==> config.mk <==
export PLATFORM = sky130hd
export DESIGN_NAME = fbpa_front_flat
export DESIGN_NICKNAME = d
export VERILOG_FILES = /design/src/hw/rtl/fbpa_pkg.sv /design/src/hw/rtl/fbpa_intf.sv /design/src/hw/rtl/fbpa_front.sv /design/src/flat_wrapper.sv
export SDC_FILE = /design/constraint.sdc
export NUM_CORES = 1
export LEC_CHECK = 0
export BUFFER_PORTS_ARGS = -buffer_cell sky130_fd_sc_hd__buf_2
export CORE_ASPECT_RATIO = 1.25
export CORE_UTILIZATION = 50
export CTS_CLUSTER_DIAMETER = 100
export DETAILED_ROUTE_END_ITERATION = 8
export MAX_ROUTING_LAYER = met4
export PLACE_DENSITY_LB_ADDON = 0.2
export SLEW_MARGIN = 20
export SYNTH_ARGS = -nofsm -noshare
export SYNTH_HDL_FRONTEND = slang
export SYNTH_SLANG_ARGS = --single-unit
==> constraint.sdc <==
create_clock -name clk -period 2.1 [get_ports clk]
set_clock_uncertainty 0.1 [all_clocks]
set_input_delay 0.21 -clock clk [delete_from_list [all_inputs] [get_ports clk]]
set_output_delay 0.21 -clock clk [all_outputs]
set_load 0.05 [all_outputs]
==> src/hw/rtl/fbpa_pkg.sv <==
// ----------------------------------------------------------------------------
// fbpa_pkg: shared types and constants of the hunk pool allocator
// widths, operation and status codes, queue and sequencer types
// ----------------------------------------------------------------------------
package fbpa_pkg;

    localparam int MAX_HUNKS = 1024;
    localparam int IDX_W     = $clog2(MAX_HUNKS);
    localparam int COUNT_W   = $clog2(MAX_HUNKS + 1);

    localparam int OP_W      = 2;
    localparam int STATUS_W  = 2;
    localparam int OFFSET_W  = 22;
    localparam int HUNK_W    = 13;
    localparam int POOL_W    = 11;
    localparam int STRIDE_W  = HUNK_W + 1;
    localparam int PROD_W    = IDX_W + STRIDE_W;

    localparam int DATA_W    = 32;
    localparam int ADDR_W    = 3;

    // operation codes
    localparam logic [OP_W-1:0] OP_ALLOC = 2'd0;
    localparam logic [OP_W-1:0] OP_FREE  = 2'd1;
    localparam logic [OP_W-1:0] OP_RESET = 2'd2;

    // status codes
    localparam logic [STATUS_W-1:0] ST_OK        = 2'd0;
    localparam logic [STATUS_W-1:0] ST_EXHAUSTED = 2'd1;
    localparam logic [STATUS_W-1:0] ST_INVALID   = 2'd2;

    // register indexes
    localparam logic REG_HUNK_BYTES = 1'b0;
    localparam logic REG_POOL_HUNKS = 1'b1;

    localparam int QUEUE_DEPTH = 2;
    localparam int QPTR_W      = $clog2(QUEUE_DEPTH);
    localparam int QCNT_W      = $clog2(QUEUE_DEPTH + 1);

    typedef enum logic [1:0] {
        CMD_ALLOC,
        CMD_FREE,
        CMD_CLEAR,
        CMD_BAD
    } cmd_kind_t;

    typedef struct packed {
        cmd_kind_t        kind;
        logic [IDX_W-1:0] hunk_index;
    } cmd_t;

    typedef struct packed {
        logic [COUNT_W-1:0]  capacity;
        logic [STRIDE_W-1:0] stride;
    } cfg_t;

    typedef enum logic [1:0] {
        S_IDLE,
        S_READ,
        S_MUL
    } back_state_t;

endpackage

==> src/hw/rtl/fbpa_intf.sv <==
// ----------------------------------------------------------------------------
// fbpa request and response channels
// valid/ready channels carrying allocator requests and responses
// ----------------------------------------------------------------------------
interface fbpa_req_if;
    logic                          valid;
    logic                          ready;
    logic [fbpa_pkg::OP_W-1:0]     operation;
    logic [fbpa_pkg::IDX_W-1:0]    hunk_index;

    modport source (output valid, output operation, output hunk_index, input ready);
    modport sink   (input valid, input operation, input hunk_index, output ready);
endinterface


==> src/hw/rtl/fbpa_front.sv <==
// ----------------------------------------------------------------------------
// fbpa_front: request intake
// decodes the operation field and holds requests in a two-entry queue
// ----------------------------------------------------------------------------
module fbpa_front (
    input  logic             clk,
    input  logic             rst_n,
    fbpa_req_if.sink         req,
    output logic             cmd_valid,
    input  logic             cmd_ready,
    output fbpa_pkg::cmd_t   cmd
);

    fbpa_pkg::cmd_t                   entry_reg [fbpa_pkg::QUEUE_DEPTH];
    logic [fbpa_pkg::QPTR_W-1:0]      wr_ptr_reg, wr_ptr_next;
    logic [fbpa_pkg::QPTR_W-1:0]      rd_ptr_reg, rd_ptr_next;
    logic [fbpa_pkg::QCNT_W-1:0]      count_reg, count_next;
    fbpa_pkg::cmd_t                   decoded;
    logic                             push, pop;

    // classify the operation code
    always_comb
    begin
        decoded.hunk_index = req.hunk_index;
        unique case (req.operation)
            fbpa_pkg::OP_ALLOC: decoded.kind = fbpa_pkg::CMD_ALLOC;
            fbpa_pkg::OP_FREE:  decoded.kind = fbpa_pkg::CMD_FREE;
            fbpa_pkg::OP_RESET: decoded.kind = fbpa_pkg::CMD_CLEAR;
            default:            decoded.kind = fbpa_pkg::CMD_BAD;
        endcase
    end

    assign req.ready = (count_reg != fbpa_pkg::QCNT_W'(fbpa_pkg::QUEUE_DEPTH));
    assign push      = req.valid && req.ready;
    assign cmd_valid = (count_reg != '0);
    assign pop       = cmd_valid && cmd_ready;
    assign cmd       = entry_reg[rd_ptr_reg];

    always_comb
    begin
        wr_ptr_next = push ? wr_ptr_reg + 1'b1 : wr_ptr_reg;
        rd_ptr_next = pop ? rd_ptr_reg + 1'b1 : rd_ptr_reg;
        count_next  = count_reg;
        if (push && !pop)
        begin
            count_next = count_reg + 1'b1;
        end
        else if (pop && !push)
        begin
            count_next = count_reg - 1'b1;
        end
    end

    always_ff @(posedge clk or negedge rst_n)
    begin
        if (!rst_n)
        begin
            wr_ptr_reg <= '0;
            rd_ptr_reg <= '0;
            count_reg  <= '0;
        end
        else
        begin
            wr_ptr_reg <= wr_ptr_next;
            rd_ptr_reg <= rd_ptr_next;
            count_reg  <= count_next;
        end
    end

    always_ff @(posedge clk)
    begin
        if (push)
        begin
            entry_reg[wr_ptr_reg] <= decoded;
        end
    end

endmodule

==> src/flat_wrapper.sv <==
// flat-port wrapper written by rule: the top's interface ports become plain ports
module fbpa_front_flat 
  (clk, rst_n, cmd_valid, cmd_ready, cmd, req_valid, req_operation, req_hunk_index, req_ready);
  fbpa_req_if req_i ();
  input  logic clk;
  input  logic rst_n;
  output logic cmd_valid;
  input  logic cmd_ready;
  output fbpa_pkg::cmd_t cmd;
  input wire logic [$bits(req_i.valid)-1:0] req_valid;
  input wire logic [$bits(req_i.operation)-1:0] req_operation;
  input wire logic [$bits(req_i.hunk_index)-1:0] req_hunk_index;
  output wire logic [$bits(req_i.ready)-1:0] req_ready;
  assign req_i.valid = req_valid;
  assign req_i.operation = req_operation;
  assign req_i.hunk_index = req_hunk_index;
  assign req_ready = req_i.ready;
  fbpa_front u_core (.clk(clk), .rst_n(rst_n), .req(req_i), .cmd_valid(cmd_valid), .cmd_ready(cmd_ready), .cmd(cmd));
endmodule
; ---- Word level (Yosys, flattened, before mapping)
; Memory sizes are Yosys's and may differ from the RTL's.
; Index checks and enable logic that the tools add are counted.
[classes]
addsub = 4
eq_ne = 3
muxes = 5
n_reduce_logical = 9
[op_table]
columns = cell, n
row1 = $pmux W2 S3, 1
row2 = $logic_and A1 B1 Y1, 4
row3 = $mux W2, 2
row4 = $reduce_bool A2 Y1, 2
row5 = $add A1 B1 Y1 const B, 2
row6 = $add A2 B1 Y2 const B, 1
row7 = $eq A2 B1 Y1 const B, 1
row8 = $eq A2 B2 Y1 const B, 1
row9 = $logic_not A1 Y1, 2
row10 = $logic_not A2 Y1, 1
row11 = $mux W1, 2
row12 = $ne A2 B2 Y1 const B, 1
row13 = $sub A2 B1 Y2 const B, 1
[word_totals]
ff_bits = 4
mem_bits_rw = 24
inputBits = 16
n_memories = 1
[memory_table]
columns = name, depth, word_bits, read_ports, rd_clocked_by_memory_dff, wr, line
row1 = u_core.entry_reg, 2, 12, 1, 0, 1, fbpa_front.sv:14  ; fbpa_pkg::cmd_t entry_reg [fbpa_pkg::QUEUE_DEPTH];

; ---- Logic depth before layout (Yosys ltp)
[depth]
depth_word = 6
depth_mapped = 7

; ---- Worst setup path before layout
; Ideal clock, no wire load.
[synth_path]
path_kind = register to register
startpoint = register u_core.count_reg[0] (netlist bit)
endpoint = memory u_core.entry_reg[0][0] (netlist bit) (enable)
setup_time_ns = 0.380
t_arrival_ns = 1.296
t_required_ns = 1.620
setup_slack_ns = 0.324
stages_incl_launch_ff = 4
path_buffers = 0
synth_period_minus_slack_ns = 1.776
path_cell_list = dfrtp_1 nand2b_4 nand2_1 nor2_1
[synth_between]
elab_chain_len = 4
[synth_rtl]
columns = element, line
row1 = "start, declared", fbpa_front.sv:17  ; logic [fbpa_pkg::QCNT_W-1:0] count_reg, count_next;
row2 = "start signal, assigned", fbpa_front.sv:66  ; count_reg <= count_next;
row3 = $ne A2 B2 Y1, fbpa_front.sv:33  ; assign req.ready = (count_reg != fbpa_pkg::QCNT_W'(fbpa_pkg::QUEUE_DEPTH));
row4 = via req_ready, flat_wrapper.sv:13  ; output wire logic [$bits(req_i.ready)-1:0] req_ready;
row5 = $logic_and A1 B1 Y1, fbpa_front.sv:34  ; assign push = req.valid && req.ready;
row6 = $mux W1, fbpa_front.sv:72  ; if (push)
row7 = $mux W1 (implied by the code), fbpa_front.sv:74  ; entry_reg[wr_ptr_reg] <= decoded;
row8 = "end, declared", fbpa_front.sv:14
; The timed path passes the listed nets, and every way through them passes these cells.

==> results_dict.tcl <==
set metrics [dict create \
    synth_top_cell_by_area "edfxtp_1" \
    clkLatencyLatePin_ps 310 \
    synthToLayoutAreaGrowth_pct 29.95 \
    critPathKind "reg -> out" \
    period_share_pct 93.19 \
    drv_cap 0 \
    cts_buffer_depth 2 \
    post-place-ws_ps 494.9 \
    postCtsResizedCells 0 \
    cts_sinks 28 \
    grt_pass1_wl_um 2428 \
    gr-total-overflow 0 \
    cp_cell_sequence "mux2_2 > buf_2" \
    post-route-min-period_ps 1957 \
    cts_tree "done" \
    yosysWarningCount 0 \
    fin_nets 119 \
    vdd_drop_max_v 0.001061 \
    syn_area_sq_um 1086 \
    crit_fanout 13 \
    final_util_pct 70.41 \
    fin_setup_tns_ps 0 \
    slew_violations 0 \
    synth_xor_area_share_pct 4.032 \
    rr_worst_depth 2 \
    ant_nets 0 \
    synthArstFlopShare_pct 14.29 \
    synthFlopType "edfxtp_1" \
    gp_congestion 0.6328 \
    grt_max_degree 16 \
    holdWs_ps 58.55 \
    synth_most_common_cell "edfxtp_1" \
    path_clk_slew_ps 120 \
    crit_slowest_cell "dfrtp_1" \
    final_cell_area_sq_um 1411 \
    hp-class "in -> reg" \
    yosys.cell_types.count 15 \
    reg2reg_slack_ps 530 \
    syn_nets 74 \
    status "finished, violations left" \
    io_pins 30 \
    synth_top_family_by_area "multiplexers" \
    clock-root-buffer "clkbuf_4" \
    min_to "u_core.rd_ptr_reg" \
    yosys-top-cells-area "edfxtp_1, mux2_2, dfrtp_1, xnor2_1, xor2_1" \
    grt_pass1_vias 582 \
    synth_top_cell_area_share_pct 66.36 \
    total_power_mw 2.078 \
    synthSimpleGateAreaFrac_pct 4.724 \
    required_ps 1790 \
    synthCells 57 \
    syn_avg_cell_area_sq_um 19.05 \
    slew_headroom_pct 62.38 \
    cpPeakStageDelay_ps 720 \
    grtUsageTotal_pct 15.15 \
    dr.first_iter.drc_count 8 \
    synth_edf_count 24 \
    wire_per_inst_um 13.17 \
    startpoint_type "flip-flop" \
    num_vias 606 \
    die-area_sq_um 2364 \
    ys_seq_area_share_pct 75.58 \
    fmax_mhz 511.0 \
    drt-total-wl_um 1593 \
    drive_gt1_share_pct 48.51 \
    antenna_found_initial 0 \
    cp-end-kind "output port" \
    min_from "cmd_ready" \
    cts_made_buffers 3 \
    die_w_um 43.69 \
    dp.cells 104 \
    synth.area.mux_share_pct 12.44 \
    power.density_nw_per_um2 1472 \
    setup_viol 0 \
    diodes 0 \
    finalHoldViolCount 0 \
    cts_max_level 1 \
    synthTopCellsByCount "edfxtp_1, mux2_2, dfrtp_1" \
    leakagePower_nw 0.5704 \
    synth-seq-cells 28 \
    start_util_pct 54.18 \
    dpl.hpwl_um 1081 \
    port_buffers 29 \
    dr.pass1.iters 5 \
    rows 18 \
    hold_depth 3 \
    r2r_end "u_core.entry_reg[1][7]" \
    placed_area_sq_um 1245 \
    worstMarginPinSlew_ps 564.4 \
    synth-compound-area-share_pct 0 \
    synth_adder_area_share_pct 1.152 \
    crit_arrival_ps 1650 \
    fin_cells 121 \
    rr_startpoint "u_core.count_reg[0]" \
    largest_register_ffs 24 \
    rsz0062_at_grt "no" \
    fp.dieH_um 54.11 \
    core_area_sq_um 2004 \
    viasPerCell 5.008 \
    drc 3 \
    setup_slack_ps 143.0 \
    violations "DRC" \
]
-- report_power, final --
group / internal (mW) / switching (mW)
sequential: 0.771 / 0.110
combinational: 0.319 / 0.638
clock: 0.106 / 0.135
-- worst max-delay path: cells and delay by family (launching register included) --
family,cells,cell delay [ps]
buffers and inverters,1,210
DFF,1,720
muxes,1,410
-- logic make-up (layout without fill, tap and decap cells) --
kind of cell,after synthesis,count (layout)
adder cells (fa/ha/maj),1,1
XOR/XNOR,5,5
multiplexers,12,12
flip-flops,28,28
AND/OR/NAND/NOR,7,7
buffers and inverters,4,48
-- cell type report --
class	count	area, sq um
Clock buffer	4	36.28
Fill cell	136	593.1
Inverter	1	3.754
Multi-Input combinational cell	25	242.7
Sequential cell	28	820.8
Tap cell	20	25.02
Timing Repair Buffer	43	282.8
-- repair_timing --
action,4_1_cts,5_1_grt
hold buffers,13,0
buffers inserted,0,0
hold endpoints to repair,28,0
-- worst max-delay path by stage --
stage | startpoint | endpoint | slack (ps) | cells after the start
after floorplan | u_core.count_reg[0] | u_core.entry_reg[0][0] | 320 | 3
after detailed placement | u_core.rd_ptr_reg | cmd[10] | 490 | 2
after global placement | u_core.rd_ptr_reg | cmd[6] | 500 | 2
after global routing | u_core.rd_ptr_reg | cmd[10] | 70 | 2
final | u_core.rd_ptr_reg | cmd[10] | 140 | 2
after CTS | u_core.rd_ptr_reg | cmd[10] | 120 | 2
-- metal layers --
layer / up-vias / global-route usage (%) / share of wire (%) / wire length [um]
met2: 16 / 26.62 / 51 / 811
met1: 291 / 16.55 / 43 / 692
met4: 0 / 7.813 / 0.75 / 12
met5: - / - / 0 / 0
li1: 297 / - / - / -
met3: 2 / 2.349 / 4.8 / 76
-- placed cells by master (no fill, tap or decap) --
cell	n
buf_2	29
edfxtp_1	24
dlygate4sd3_1	13
mux2_2	12
dfrtp_1	4
xnor2_1	3
clkbuf_4	3
nor2_1	2
xor2_1	2
or2_4	1
nand2b_4	1
nand2_4	1
nand2_1	1
inv_1	1
and3_1	1
ha_1	1
clkbuf_8	1
buf_4	1
No activity file was read; power rests on OpenSTA's default activity.
